## src/osp_fr_pkg.sv

```systemverilog
`default_nettype none
// ----------------------------------------------------------------------------
// osp_fr_pkg
// Shared types and codes for the binary frame receiver.
// ----------------------------------------------------------------------------
package osp_fr_pkg;

  localparam int unsigned CfgWidth  = 16;
  localparam int unsigned LenWidth  = 16;
  localparam int unsigned SumWidth  = 15;
  localparam int unsigned AddrWidth = 3;
  localparam int unsigned DataWidth = 32;

  localparam logic [CfgWidth-1:0] PATIENCE_RESET = 16'd2048;
  localparam logic [CfgWidth-1:0] MAX_LEN_RESET  = 16'd1020;

  localparam logic [7:0] START_A = 8'hA0;
  localparam logic [7:0] START_B = 8'hA2;

  localparam logic [1:0] ACT_BYTE    = 2'd0;
  localparam logic [1:0] ACT_TIMEOUT = 2'd1;

  localparam logic KIND_PAYLOAD = 1'b0;
  localparam logic KIND_STATUS  = 1'b1;

  localparam logic [2:0] ST_OK        = 3'd0;
  localparam logic [2:0] ST_BAD_SUM   = 3'd1;
  localparam logic [2:0] ST_SHORT     = 3'd2;
  localparam logic [2:0] ST_LEN_RANGE = 3'd3;
  localparam logic [2:0] ST_LEN_SHORT = 3'd4;
  localparam logic [2:0] ST_LEN_ERR   = 3'd5;
  localparam logic [2:0] ST_NO_SYNC   = 3'd6;

  typedef struct packed {
    logic [CfgWidth-1:0] patience_limit;
    logic [CfgWidth-1:0] max_length;
    logic                reload;
  } cfg_t;

  typedef struct packed {
    logic                valid;
    logic                kind;
    logic [7:0]          payload_byte;
    logic [LenWidth-1:0] byte_index;
    logic [LenWidth-1:0] frame_length;
    logic [2:0]          status;
  } res_t;

endpackage

`default_nettype wire

```

## src/osp_fr_regs.sv

```systemverilog
`default_nettype none
// ----------------------------------------------------------------------------
// osp_fr_regs
// APB-style register file: patience limit and maximum payload length.
// ----------------------------------------------------------------------------
module osp_fr_regs (
  input  wire logic                                clk,
  input  wire logic                                rst_n,
  input  wire logic                                psel,
  input  wire logic                                penable,
  input  wire logic                                pwrite,
  input  wire logic [osp_fr_pkg::AddrWidth-1:0]    paddr,
  input  wire logic [osp_fr_pkg::DataWidth-1:0]    pwdata,
  output logic      [osp_fr_pkg::DataWidth-1:0]    prdata,
  output logic                                     pready,
  output osp_fr_pkg::cfg_t                         cfg
);

  localparam logic REG_PATIENCE = 1'b0;
  localparam logic REG_MAX_LEN  = 1'b1;

  logic [osp_fr_pkg::CfgWidth-1:0] patience_r, patience_nxt;
  logic [osp_fr_pkg::CfgWidth-1:0] max_len_r, max_len_nxt;
  logic                            wr_en;
  logic                            reload_r, reload_nxt;

  assign wr_en  = psel & penable & pwrite;
  assign pready = 1'b1;

  always_comb begin
    patience_nxt = patience_r;
    max_len_nxt  = max_len_r;
    reload_nxt   = 1'b0;
    if (wr_en) begin
      unique case (paddr[2])
        REG_PATIENCE: begin
          patience_nxt = pwdata[osp_fr_pkg::CfgWidth-1:0];
          reload_nxt   = 1'b1;
        end
        REG_MAX_LEN: max_len_nxt = pwdata[osp_fr_pkg::CfgWidth-1:0];
        default: ;
      endcase
    end
  end

  always_ff @(posedge clk) begin
    if (!rst_n) begin
      patience_r <= osp_fr_pkg::PATIENCE_RESET;
      max_len_r  <= osp_fr_pkg::MAX_LEN_RESET;
      reload_r   <= 1'b0;
    end else begin
      patience_r <= patience_nxt;
      max_len_r  <= max_len_nxt;
      reload_r   <= reload_nxt;
    end
  end

  always_comb begin
    unique case (paddr[2])
      REG_PATIENCE: prdata = {16'd0, patience_r};
      REG_MAX_LEN:  prdata = {16'd0, max_len_r};
      default:      prdata = '0;
    endcase
  end

  assign cfg.patience_limit = patience_r;
  assign cfg.max_length     = max_len_r;
  assign cfg.reload         = reload_r;

endmodule

`default_nettype wire

```

## src/osp_fr_core.sv

```systemverilog
`default_nettype none
// ----------------------------------------------------------------------------
// osp_fr_core
// Frame state machine: sync hunt, length, payload sum and checksum compare.
// ----------------------------------------------------------------------------
module osp_fr_core (
  input  wire logic               clk,
  input  wire logic               rst_n,
  input  wire logic               step_en,
  input  wire logic [1:0]         action,
  input  wire logic [7:0]         rx_byte,
  input  wire osp_fr_pkg::cfg_t   cfg,
  output osp_fr_pkg::res_t        res
);

  typedef enum logic [2:0] {
    PH_HUNT1 = 3'd0,
    PH_HUNT2 = 3'd1,
    PH_LENHI = 3'd2,
    PH_LENLO = 3'd3,
    PH_DATA  = 3'd4,
    PH_CHKHI = 3'd5,
    PH_CHKLO = 3'd6
  } phase_t;

  phase_t                             phase_r, phase_nxt;
  logic [osp_fr_pkg::CfgWidth-1:0]    patience_left_r, patience_left_nxt;
  logic [7:0]                         length_high_r, length_high_nxt;
  logic [osp_fr_pkg::LenWidth-1:0]    payload_length_r, payload_length_nxt;
  logic [osp_fr_pkg::LenWidth-1:0]    byte_count_r, byte_count_nxt;
  logic [osp_fr_pkg::SumWidth-1:0]    running_sum_r, running_sum_nxt;
  logic [7:0]                         check_high_r, check_high_nxt;

  logic                               got;
  logic                               spend;
  logic                               emit;
  logic                               hunt;
  logic [2:0]                         st;
  logic [osp_fr_pkg::LenWidth-1:0]    len;
  logic [osp_fr_pkg::LenWidth-1:0]    new_len;
  logic [osp_fr_pkg::LenWidth-1:0]    count_inc;

  assign got       = (action == osp_fr_pkg::ACT_BYTE);
  assign new_len   = {length_high_r, rx_byte};
  assign count_inc = byte_count_r + 16'd1;

  always_comb begin
    phase_nxt          = phase_r;
    patience_left_nxt  = patience_left_r;
    length_high_nxt    = length_high_r;
    payload_length_nxt = payload_length_r;
    byte_count_nxt     = byte_count_r;
    running_sum_nxt    = running_sum_r;
    check_high_nxt     = check_high_r;
    res                = '0;
    spend              = 1'b0;
    emit               = 1'b0;
    hunt               = 1'b0;
    st                 = osp_fr_pkg::ST_OK;
    len                = '0;

    unique case (phase_r)
      PH_HUNT1: begin
        if (!got) begin
          spend = 1'b1;
        end else if (rx_byte == osp_fr_pkg::START_A) begin
          phase_nxt = PH_HUNT2;
        end else if (rx_byte != osp_fr_pkg::START_B) begin
          spend = 1'b1;
        end
      end
      PH_HUNT2: begin
        if (!got) begin
          spend = 1'b1;
        end else if (rx_byte == osp_fr_pkg::START_B) begin
          phase_nxt = PH_LENHI;
        end else if (rx_byte != osp_fr_pkg::START_A) begin
          phase_nxt = PH_HUNT1;
          spend     = 1'b1;
        end
      end
      PH_LENHI: begin
        if (!got) begin
          emit = 1'b1;
          st   = (action == osp_fr_pkg::ACT_TIMEOUT) ? osp_fr_pkg::ST_LEN_SHORT
                                                     : osp_fr_pkg::ST_LEN_ERR;
        end else begin
          length_high_nxt = rx_byte;
          phase_nxt       = PH_LENLO;
        end
      end
      PH_LENLO: begin
        if (!got) begin
          emit = 1'b1;
          st   = (action == osp_fr_pkg::ACT_TIMEOUT) ? osp_fr_pkg::ST_LEN_SHORT
                                                     : osp_fr_pkg::ST_LEN_ERR;
        end else if (new_len == '0 || new_len > cfg.max_length) begin
          emit = 1'b1;
          st   = osp_fr_pkg::ST_LEN_RANGE;
          len  = new_len;
        end else begin
          payload_length_nxt = new_len;
          byte_count_nxt     = '0;
          running_sum_nxt    = '0;
          phase_nxt          = PH_DATA;
        end
      end
      PH_DATA: begin
        if (!got) begin
          emit = 1'b1;
          st   = osp_fr_pkg::ST_SHORT;
          len  = payload_length_r;
        end else begin
          res.valid        = 1'b1;
          res.kind         = osp_fr_pkg::KIND_PAYLOAD;
          res.payload_byte = rx_byte;
          res.byte_index   = byte_count_r;
          res.frame_length = payload_length_r;
          res.status       = osp_fr_pkg::ST_OK;
          running_sum_nxt  = running_sum_r + {7'd0, rx_byte};
          byte_count_nxt   = count_inc;
          if (count_inc >= payload_length_r) begin
            phase_nxt = PH_CHKHI;
          end
        end
      end
      PH_CHKHI: begin
        if (!got) begin
          emit = 1'b1;
          st   = osp_fr_pkg::ST_SHORT;
          len  = payload_length_r;
        end else begin
          check_high_nxt = rx_byte;
          phase_nxt      = PH_CHKLO;
        end
      end
      PH_CHKLO: begin
        emit = 1'b1;
        len  = payload_length_r;
        if (!got) begin
          st = osp_fr_pkg::ST_SHORT;
        end else if ({check_high_r, rx_byte} == {1'b0, running_sum_r}) begin
          st = osp_fr_pkg::ST_OK;
        end else begin
          st = osp_fr_pkg::ST_BAD_SUM;
        end
      end
      default: hunt = 1'b1;
    endcase

    if (spend) begin
      if (patience_left_r <= 16'd1) begin
        emit = 1'b1;
        st   = osp_fr_pkg::ST_NO_SYNC;
        len  = '0;
      end else begin
        patience_left_nxt = patience_left_r - 16'd1;
      end
    end

    if (emit) begin
      res.valid        = 1'b1;
      res.kind         = osp_fr_pkg::KIND_STATUS;
      res.payload_byte = '0;
      res.byte_index   = byte_count_r;
      res.frame_length = len;
      res.status       = st;
      hunt             = 1'b1;
    end

    if (hunt) begin
      phase_nxt          = PH_HUNT1;
      patience_left_nxt  = cfg.patience_limit;
      length_high_nxt    = '0;
      payload_length_nxt = '0;
      byte_count_nxt     = '0;
      running_sum_nxt    = '0;
      check_high_nxt     = '0;
    end

    // hold state unless a beat advances; a patience write still reloads the counter while hunting
    if (!step_en) begin
      phase_nxt          = phase_r;
      patience_left_nxt  = patience_left_r;
      length_high_nxt    = length_high_r;
      payload_length_nxt = payload_length_r;
      byte_count_nxt     = byte_count_r;
      running_sum_nxt    = running_sum_r;
      check_high_nxt     = check_high_r;
      if (cfg.reload && (phase_r == PH_HUNT1 || phase_r == PH_HUNT2)) begin
        patience_left_nxt = cfg.patience_limit;
      end
    end
  end

  always_ff @(posedge clk) begin
    if (!rst_n) begin
      phase_r          <= PH_HUNT1;
      patience_left_r  <= osp_fr_pkg::PATIENCE_RESET;
      length_high_r    <= '0;
      payload_length_r <= '0;
      byte_count_r     <= '0;
      running_sum_r    <= '0;
      check_high_r     <= '0;
    end else begin
      phase_r          <= phase_nxt;
      patience_left_r  <= patience_left_nxt;
      length_high_r    <= length_high_nxt;
      payload_length_r <= payload_length_nxt;
      byte_count_r     <= byte_count_nxt;
      running_sum_r    <= running_sum_nxt;
      check_high_r     <= check_high_nxt;
    end
  end

endmodule

`default_nettype wire

```

## src/osp_frame_receiver_unit.sv

```systemverilog
`default_nettype none
// ----------------------------------------------------------------------------
// osp_frame_receiver_unit
// Streaming deframer: start-pair hunt, length check, payload pass-through
// and checksum compare, one link event per beat.
// ----------------------------------------------------------------------------
// Path: an accepted beat is held in the input register, then the frame state
//   machine writes its result into the result register.
// Throughput: one input beat per cycle while the result slot is free or the beat makes no result.
// Reset: synchronous, active low; clears both registers' valid flags, loads
//   patience limit 2048 and maximum length 1020, and starts the sync hunt.
module osp_frame_receiver_unit (
  input  wire logic                                clk,
  input  wire logic                                rst_n,
  input  wire logic                                in_valid,
  output logic                                     in_ready,
  input  wire logic [1:0]                          in_action,
  input  wire logic [7:0]                          in_rx_byte,
  output logic                                     out_valid,
  input  wire logic                                out_ready,
  output logic                                     out_kind,
  output logic      [7:0]                          out_payload_byte,
  output logic      [osp_fr_pkg::LenWidth-1:0]     out_byte_index,
  output logic      [osp_fr_pkg::LenWidth-1:0]     out_frame_length,
  output logic      [2:0]                          out_status,
  input  wire logic                                psel,
  input  wire logic                                penable,
  input  wire logic                                pwrite,
  input  wire logic [osp_fr_pkg::AddrWidth-1:0]    paddr,
  input  wire logic [osp_fr_pkg::DataWidth-1:0]    pwdata,
  output logic      [osp_fr_pkg::DataWidth-1:0]    prdata,
  output logic                                     pready
);

  osp_fr_pkg::cfg_t cfg;
  osp_fr_pkg::res_t res;
  osp_fr_pkg::res_t out_r, out_nxt;

  logic       in_valid_r, in_valid_nxt;
  logic [1:0] action_r, action_nxt;
  logic [7:0] rx_byte_r, rx_byte_nxt;
  logic       advance;
  logic       in_take;

  osp_fr_regs u_regs (
    .clk     (clk),
    .rst_n   (rst_n),
    .psel    (psel),
    .penable (penable),
    .pwrite  (pwrite),
    .paddr   (paddr),
    .pwdata  (pwdata),
    .prdata  (prdata),
    .pready  (pready),
    .cfg     (cfg)
  );

  osp_fr_core u_core (
    .clk     (clk),
    .rst_n   (rst_n),
    .step_en (advance),
    .action  (action_r),
    .rx_byte (rx_byte_r),
    .cfg     (cfg),
    .res     (res)
  );

  // advance the held beat when the result slot is free or no result is made
  assign advance  = in_valid_r & (~out_r.valid | out_ready | ~res.valid);
  assign in_ready = ~in_valid_r | advance;
  assign in_take  = in_valid & in_ready;

  always_comb begin
    in_valid_nxt = in_take | (in_valid_r & ~advance);
    action_nxt   = in_take ? in_action  : action_r;
    rx_byte_nxt  = in_take ? in_rx_byte : rx_byte_r;
    out_nxt      = out_r;
    if (advance && res.valid) begin
      out_nxt = res;
    end else if (out_ready) begin
      out_nxt.valid = 1'b0;
    end
  end

  always_ff @(posedge clk) begin
    if (!rst_n) begin
      in_valid_r <= 1'b0;
      out_r      <= '0;
    end else begin
      in_valid_r <= in_valid_nxt;
      out_r      <= out_nxt;
    end
    action_r  <= action_nxt;
    rx_byte_r <= rx_byte_nxt;
  end

  assign out_valid        = out_r.valid;
  assign out_kind         = out_r.kind;
  assign out_payload_byte = out_r.payload_byte;
  assign out_byte_index   = out_r.byte_index;
  assign out_frame_length = out_r.frame_length;
  assign out_status       = out_r.status;

endmodule

`default_nettype wire

```

## config.mk

```make
export PLATFORM = sky130hd
export DESIGN_NAME = osp_frame_receiver_unit
export DESIGN_NICKNAME = d
export VERILOG_FILES = /design/src/osp_fr_pkg.sv /design/src/osp_fr_regs.sv /design/src/osp_fr_core.sv /design/src/osp_frame_receiver_unit.sv
export SDC_FILE = /design/constraint.sdc
export NUM_CORES = 1
export LEC_CHECK = 0
export ABC_AREA = 1
export BUFFER_PORTS_ARGS = -buffer_cell sky130_fd_sc_hd__buf_4
export CELL_PAD_IN_SITES_DETAIL_PLACEMENT = 0
export CELL_PAD_IN_SITES_GLOBAL_PLACEMENT = 1
export CORE_ASPECT_RATIO = 0.75
export CORE_UTILIZATION = 45
export CTS_BUF_LIST = sky130_fd_sc_hd__clkbuf_8
export DETAILED_ROUTE_END_ITERATION = 10
export GPL_TIMING_DRIVEN = 0
export PLACE_DENSITY = 0.87
export SYNTH_ARGS = -nofsm -noshare
export SYNTH_HDL_FRONTEND = slang
export SYNTH_SLANG_ARGS = --single-unit
```

## constraint.sdc

```tcl
create_clock -name clk -period 7 [get_ports clk]
set_clock_uncertainty 0.1 [all_clocks]
set_input_delay 0 -clock clk [delete_from_list [all_inputs] [get_ports clk]]
set_output_delay 0 -clock clk [all_outputs]
set_load 0.01 [all_outputs]
```

== Yosys cells after proc, flatten, opt, wreduce, memory -nomap -nowiden ==
Cells that the tools add are included.
Word-level totals
  bits in registers: 171
  latch bits: 0
  memory bits (writable): 0
  memory bits (read-only): 0
  input port bits: 52
  memories: 0
Cells by class
  $add $sub $neg: 3
  multipliers: 0
  divide/modulo/power cells: 0
  $lt $le $gt $ge: 3
  equal/unequal tests: 25
  shift-type cells: 0
  muxes and demuxes: 75
  bitwise logic cells: 14
  reductions and logical operators: 27
Operator list (number)
  $mux 16: 18
  $mux 45: 3
  $pmux 32 s2: 1
  $mux 15: 4
  $mux 3: 17
  $pmux 16 s3: 1
  $mux 8: 5
  $pmux 16 s2: 1
  $pmux 15 s2: 1
  $ne 3x1->1 const B: 9
  $mux 1: 18
  $pmux 3 s6: 1
  $add 16x1->16 const B: 1
  $eq 16x15->1: 1
  $eq 8x8->1 const B: 2
  $ge 16x16->1: 1
  $gt 16x16->1: 1
  $le 16x1->1 const B: 1
  $logic_not 16->1: 1
  $ne 8x8->1 const B: 2
  $sub 16x1->16 const B: 1
  $add 15x8->15: 1
  $pmux 3 s4: 1
  $reduce_and 12->1: 1
  other kinds (27): 54

== Depth between registers and ports, before layout ==
Gate-level depths: netlist of the first run.
  word-level depth: 14
  gate-level depth with buffers: 23
  gate-level depth less buffers: 22

== By module ==
Synthesis of the first run repeated with hierarchy kept, for this count alone.
Unflattened totals
  cells, all modules: 1672
  area, all modules: 10869.2 um2
By module, submodules not included
  osp_fr_core: times used 1, cells an instance 1010, area an instance 6483.7 um2, sequential area each 1641.6 um2
  osp_frame_receiver_unit: times used 1, cells an instance 401, area an instance 2673.8 um2, sequential area each 1221.2 um2
  osp_fr_regs: times used 1, cells an instance 261, area an instance 1711.6 um2, sequential area each 660.6 um2

== Least setup slack after synthesis of the first run ==
OpenSTA, ideal clock, no wires.
  path type: reg-to-reg
  start: register u_core.byte_count_r[0] (netlist name)
  end: register u_core.phase_r[0]
  library setup time: 0.132 ns
  arrival: 2.770 ns
  required time: 6.768 ns
  setup slack: 3.998 ns
  cell stages (with the launch flop): 22
  path buffers: 0
  cell sequence: dfxtp_1 -> ha_1 -> nand2_1 -> nor2_1 -> nand3_1 -> nor3_1 -> nand3_1 -> nor2_1 -> nand2_1 -> xnor2_1 -> ha_1 -> nand2_1 -> inv_1 -> nand3_1 -> nor3_1 -> nand3_1 -> nand4_1 -> o211ai_1 -> nand2_1 -> nand2_1 -> nand2_1 -> a21oi_1
Between the ends
  longest elaborated chain between the ends: 4
Ends and longest elaborated chain
  start: declaration: RTL line osp_fr_core.sv:30  | logic [osp_fr_pkg::LenWidth-1:0] byte_count_r, byte_count_nxt;
  start signal: assignment: RTL line osp_fr_core.sv:210  | byte_count_r <= byte_count_nxt;
  $add 16x1->16: RTL line osp_fr_core.sv:45  | assign count_inc = byte_count_r + 16'd1;
  $ge 16x16->1: RTL line osp_fr_core.sv:122  | if (count_inc >= payload_length_r) begin
  $ne 3x1->1 (no source line)
  $reduce_and 12->1 (no source line)
  end signal: assignment: RTL line osp_fr_core.sv:206  | phase_r <= phase_nxt;
  end: declaration: RTL line osp_fr_core.sv:26  | phase_t phase_r, phase_nxt;
No other way between the ends.
A chain may end at the register's enable or synchronous reset.

== Worst setup path in the final report of the first run ==
  start: register u_core.byte_count_r[0] (netlist name)
  end: register u_core.phase_r[2]
Same word-level chain as after synthesis.

==> impl_metrics.json, run 1 <==
{
  "fill_cells": 2092,
  "grt_pass1_wl_um": 46600,
  "post-route-util": 0.556,
  "power-per-cell-area_nw_per_um2": 176,
  "worst_ep_required_time_ps": 7230,
  "yosys_warnings": 0,
  "start_util": 0.463,
  "rsz0062_at_grt": "false",
  "clk_pin_slew_ps": 100,
  "ys.flop_type": "dfxtp_1",
  "antenna_found_initial": 0,
  "core_area_um2": 20400,
  "insertion_delay_ps": 480,
  "n_antenna_cell": 0,
  "layout_common_cells": "393 x nand2_1, 169 x nor2_1, 161 x dfxtp_1, 137 x inv_1, 128 x a21oi_1",
  "min_period_over_period": 0.545,
  "cts_buffers": 17,
  "cts_resized": 0,
  "grt_max_degree": 17,
  "cts_sinks": 171,
  "die_y_um": 127,
  "hold_path.class": "primary input to flip-flop",
  "synth_area_um2": 9440,
  "io_pins": 131,
  "dp_hpwl_um": 22200,
  "slew_violations": 0,
  "grt_overflow_total": 0,
  "place.port_buffers": 94,
  "h-tree-depth": 4,
  "cts_buffer_depth": 2,
  "synth-edff-count": 10,
  "seq_area_frac_synth": 0.373,
  "crit_fanout": 6,
  "nets": 1656,
  "critPathKind": "flip-flop to flip-flop",
  "place_area_um2": 10600,
  "finalSetupViolCount": 0,
  "synthArstFlopShare": 0,
  "reg2reg_from": "u_core.byte_count_r[0]",
  "num_vias": 9519,
  "min_from": "in_rx_byte[4]",
  "worst_pin_slew_ps": 697,
  "hold-worst-slack_ps": 146,
  "hold_violations": 0,
  "crit_arrival_ps": 4040,
  "layout_commonest_cell": "nand2_1",
  "drv_cap": 0,
  "viasPerCell": 5.13,
  "die_w_um": 169,
  "relSlewSlack": 0.535,
  "synth_cell_types": 40,
  "cts-root-buf": "clkbuf_8",
  "first_iter_violations": 874,
  "postRouteAntennaNets": 0,
  "drc": 0,
  "min_period_ps": 3820,
  "endpoint_kind": "flip-flop",
  "finalSetupTns_ps": 0,
  "synth_seq_cells": 171,
  "drt-wirelength-per-cell_um": 16.1,
  "peakVddDrop_v": 0.000115,
  "die-area_um2": 21600,
  "grt_pass1_vias": 8601,
  "multi_input_area_um2": 5010,
  "avgSynthCellArea_um2": 6.77,
  "p_leak_nw": 5.14,
  "cts_tree": "done",
  "fmax_mhz": 262,
  "status": "complete, no violations",
  "startpoint_type": "flip-flop",
  "grt_usage": 0.281,
  "placementRows": 45,
  "drive_gt1_frac": 0.125,
  "synth_cells": 1394,
  "areaGrowthSynthToFinish_pct": 20.0,
  "stdcell_area_um2": 11300,
  "routed_wl_um": 29800,
  "crit_path_start": "u_core.byte_count_r[0]",
  "seq_area_um2": 3520,
  "place_congestion": 0.957,
  "power.total_mw": 1.99,
  "drtPass1Iterations": 5
}
## cells by family after synthesis
logic type      count (synthesis)  synth area share
compound gates                245             0.141
xor+xnor                       29            0.0269
fa+ha+maj                      44            0.0591
buf+inv                       220             0.101
flops                         171             0.373
other cells                     2          0.000796
simple gates                  683             0.298
## metrics by stage
step | instances | worst slack, ps
after floorplan | 1409 | 4000
after global placement | 1785 | 3280
after detailed placement | 1785 | 3270
after CTS | 1854 | 3250
after global routing | 1854 | 2810
final | 1854 | 3180
## cell usage after synthesis, drive strengths merged (6+ instances only)
| library cell | instances | area share |
|---|---|---|
| nand2 | 399 | 0.16 |
| nor2 | 176 | 0.073 |
| dfxtp | 161 | 0.34 |
| inv | 144 | 0.057 |
| a21oi | 130 | 0.071 |
| o21ai | 92 | 0.050 |
| nand3 | 62 | 0.034 |
| buf | 43 | 0.031 |
| ha | 43 | 0.057 |
| clkbuf | 32 | 0.013 |
| xor2 | 26 | 0.024 |
| nand4 | 18 | 0.012 |
| o221ai | 17 | 0.016 |
| nor3 | 15 | 0.0091 |
| edfxtp | 10 | 0.032 |
| nor4 | 6 | 0.0040 |
## sequential cells by signal, indices dropped and copies added, names as in the netlist
name,cells
u_core.phase_r,3
out_valid,1
u_regs.max_len_r,16
u_core.check_high_r,8
u_regs.patience_r,16
in_valid_r,1
out_kind,1
out_payload_byte,8
rx_byte_r,8
out_byte_index,16
u_core.length_high_r,8
u_regs.reload_r,1
out_status,3
u_core.running_sum_r,15
u_core.patience_left_r,16
out_frame_length,16
action_r,2
u_core.byte_count_r,16
u_core.payload_length_r,16
## timing repair
item,4_1_cts,5_1_grt
buffers inserted,0,0
endpoints found under the setup margin,0,0
hold endpoints to repair,54,0
hold buffers,38,0
## layer usage
metal,vias to the layer above,share of wire,global-route usage
met1,4375,0.49,0.422
li1,4782,-,-
met4,0,0.0097,0.0572
met2,334,0.41,0.402
met5,-,0,0
met3,28,0.091,0.0694
## cell type report
class,instances,area share
clock buffers,17,0.0207
clock inverters,14,0.0138
plain buffers,75,0.0365
inverters,145,0.0481
multi-input cells,1018,0.443
flip-flops and latches,171,0.311
repair buffers,132,0.0959
well taps,282,0.0312
## path summary, 6_finish.rpt
check / end / slack, ps / depth (start not counted)
setup / recovery: u_core.phase_r[2] / 3180 / 21
hold / removal: rx_byte_r[4] / 150 / 2
setup reg to reg: u_core.phase_r[2] / 3180 / 21
hold reg to reg: out_payload_byte[5] / 360 / 2
## where the power goes
part           switching (mW)  internal, mW  total (mW)  leakage [nW]
combinational           0.144        0.0935       0.238          3.55
clock                   0.406         0.324       0.730         0.197
sequential             0.0226          1.00        1.02          1.40
total                   0.573          1.42        1.99          5.14
## worst max-delay path, cell delays in order, from the launching register on
cell and delay (ps):
dfxtp_1 480, ha_1 230, nand2_1 60, nor2_1 160
nand3_1 150, nor3_1 310, nand3_1 180, nor2_1 190
nand2_1 90, xnor2_1 160, ha_1 290, nand2_1 50
inv_1 60, nand3_1 110, nor3_1 280, nand3_1 120
nand4_1 160, o211ai_1 100, nand2_1 140, nand2_1 110
nand2_1 80, a21oi_1 60
Note: power is estimated with default switching activity, not from simulation.
==> inputs of run 2 (changes only) <==
--- a/config.mk
+++ b/config.mk
@@ -10,11 +10,11 @@
 export CELL_PAD_IN_SITES_DETAIL_PLACEMENT = 0
 export CELL_PAD_IN_SITES_GLOBAL_PLACEMENT = 1
 export CORE_ASPECT_RATIO = 0.75
-export CORE_UTILIZATION = 45
+export CORE_UTILIZATION = 38
 export CTS_BUF_LIST = sky130_fd_sc_hd__clkbuf_8
 export DETAILED_ROUTE_END_ITERATION = 10
 export GPL_TIMING_DRIVEN = 0
-export PLACE_DENSITY = 0.87
+export PLACE_DENSITY = 0.78
 export SYNTH_ARGS = -nofsm -noshare
 export SYNTH_HDL_FRONTEND = slang
 export SYNTH_SLANG_ARGS = --single-unit
==> constraint.sdc (replaced) <==
create_clock -name clk -period 3.2 [get_ports clk]
set_clock_uncertainty 0.1 [all_clocks]
set_input_delay 0 -clock clk [delete_from_list [all_inputs] [get_ports clk]]
set_output_delay 0 -clock clk [all_outputs]
set_load 0.01 [all_outputs]
==> impl_metrics.json, run 2 (synthesized netlist as in run 1, its figures left out) <==
{
  "intPower_mw": 3.12,
  "cts_sinks": 171,
  "start_util": 0.391,
  "layout_common_cells": "385 x nand2_1, 171 x buf_4, 159 x nor2_1, 156 x dfxtp_1, 133 x inv_1",
  "seqPwrFrac": 0.503,
  "critPathKind": "flip-flop to flip-flop",
  "n_antenna_cell": 0,
  "violations": "negative setup slack",
  "rrSetupSlack_ps": -70,
  "postRouteAntennaNets": 0,
  "startpoint_type": "flip-flop",
  "finalSetupTns_ps": -187,
  "worst_ep_required_time_ps": 3510,
  "grt_overflow_total": 0,
  "min_period_ps": 3270,
  "antenna_found_initial": 0,
  "power_switching_mw": 1.30,
  "post-route-util": 0.503,
  "cts_tree": "done",
  "power-per-cell-area_nw_per_um2": 364,
  "rsz0062_at_grt": "true",
  "grt_pass1_vias": 8744,
  "grt_usage": 0.249,
  "hold-path-cell-count": 2,
  "routed_wl_um": 31600,
  "areaGrowthSynthToFinish_pct": 28.8,
  "layoutNonFillerInstCount": 1962,
  "insertion_delay_ps": 500,
  "place_congestion": 0.933,
  "first_iter_violations": 769,
  "die-area_um2": 25500,
  "dp_hpwl_um": 23100,
  "worst_pin_slew_ps": 761,
  "r2r_cells": 20,
  "cts_buffer_depth": 2,
  "power_switching_share": 0.294,
  "grt_pass1_wl_um": 48700,
  "drv_cap": 0,
  "hold_path.class": "primary input to flip-flop",
  "fmax_mhz": 305,
  "p_leak_nw": 5.59,
  "die_y_um": 138,
  "min_period_over_period": 1.02,
  "slew_violations": 0,
  "finalSetupViolCount": 3,
  "crit_arrival_ps": 3590,
  "drt-wirelength-per-cell_um": 16.1,
  "relSlewSlack": 0.492,
  "layout_commonest_cell": "nand2_1",
  "grt_max_degree": 17,
  "clk_pin_slew_ps": 90,
  "drc": 0,
  "peakVddDrop_v": 0.000249,
  "placementRows": 49,
  "status": "finished, violations left",
  "cts_buffers": 17,
  "placedCellCount": 1834,
  "io_pins": 131,
  "nets": 1714,
  "endpoint_kind": "flip-flop",
  "drive_gt1_frac": 0.186,
  "fin_ws_ps": -73.4,
  "viasPerCell": 4.91,
  "clock_power_share": 0.367,
  "place.port_buffers": 94,
  "combPwrFrac": 0.130,
  "hold_violations": 0,
  "cts-root-buf": "clkbuf_8",
  "core_area_um2": 24200,
  "die_w_um": 184,
  "drtPass1Iterations": 5,
  "crit_fanout": 4,
  "h-tree-depth": 4,
  "num_vias": 9632
}
-- run 2: timing repair --
action	4_1_cts	5_1_grt
gates resized for setup	34	58
cloned	0	2
pin swaps	23	32
hold buffers	41	0
endpoints found under the hold margin	54	0
setup endpoints to repair	112	122
buffers inserted	34	20
-- run 2: path summary, 6_finish.rpt --
check                                           end                    from
worst max-delay path              u_core.phase_r[0]  u_core.byte_count_r[1]
worst min-delay path                   rx_byte_r[6]           in_rx_byte[6]
worst max register to register    u_core.phase_r[0]  u_core.byte_count_r[1]
worst min register to register  out_payload_byte[2]     out_payload_byte[2]
-- run 2: worst max-delay path, stage by stage (launching register included) --
cell,delay (ps)
dfxtp_4,380
nand3_4,90
nor3_4,190
nand2_2,100
nor2_4,120
nand4_1,160
nor2_2,150
nand4_1,190
xnor2_2,250
ha_1,280
nand2_1,90
inv_2,50
o21ai_2,50
nand2_1,100
a21oi_4,150
nand4_1,170
o211ai_1,130
nand2_1,140
nand2_2,110
nand2_1,60
a21oi_2,120
-- run 2: routing by layer --
layer | global-route usage | vias to the layer above | share of wire
li1 | - | 4896 | -
met1 | 0.388 | 4418 | 0.51
met3 | 0.0516 | 23 | 0.068
met2 | 0.346 | 295 | 0.41
met5 | 0 | - | 0
met4 | 0.0548 | 0 | 0.011
-- run 2: cell type report --
class,count,area (um2)
fill,2478,12000
multi-input combinational,1018,5280
sequential,171,3540
timing repair buffer,190,1530
inverter,145,547
buffer,75,448
tap,331,414
clock buffer,17,234
clock inverter,15,161
-- run 2: through the flow --
| stage | cell area (um2) | total power, mW | hold WS (ps) | worst slack, ps |
|---|---|---|---|---|
| 3_3_place_gp | 10600 | 2.77 | 78.9 | -567 |
| 2_1_floorplan | 9490 | 2.58 | -1.13 | 198 |
| 6_report | 12200 | 4.42 | 129 | -73.4 |
| 5_1_grt | 12200 | 4.60 | 117 | -299 |
| 4_1_cts | 11800 | 4.41 | 110 | -128 |
| 3_5_place_dp | 10600 | 2.77 | 79.4 | -557 |
-- run 2: power by group through the flow --
stage	clock network, mW	registers [mW]	logic [mW]
6_report	1.62	2.23	0.573
5_1_grt	1.73	2.23	0.636
4_1_cts	1.64	2.22	0.546
3_5_place_dp	0	2.29	0.482
3_3_place_gp	0	2.29	0.482
2_1_floorplan	0	2.26	0.320
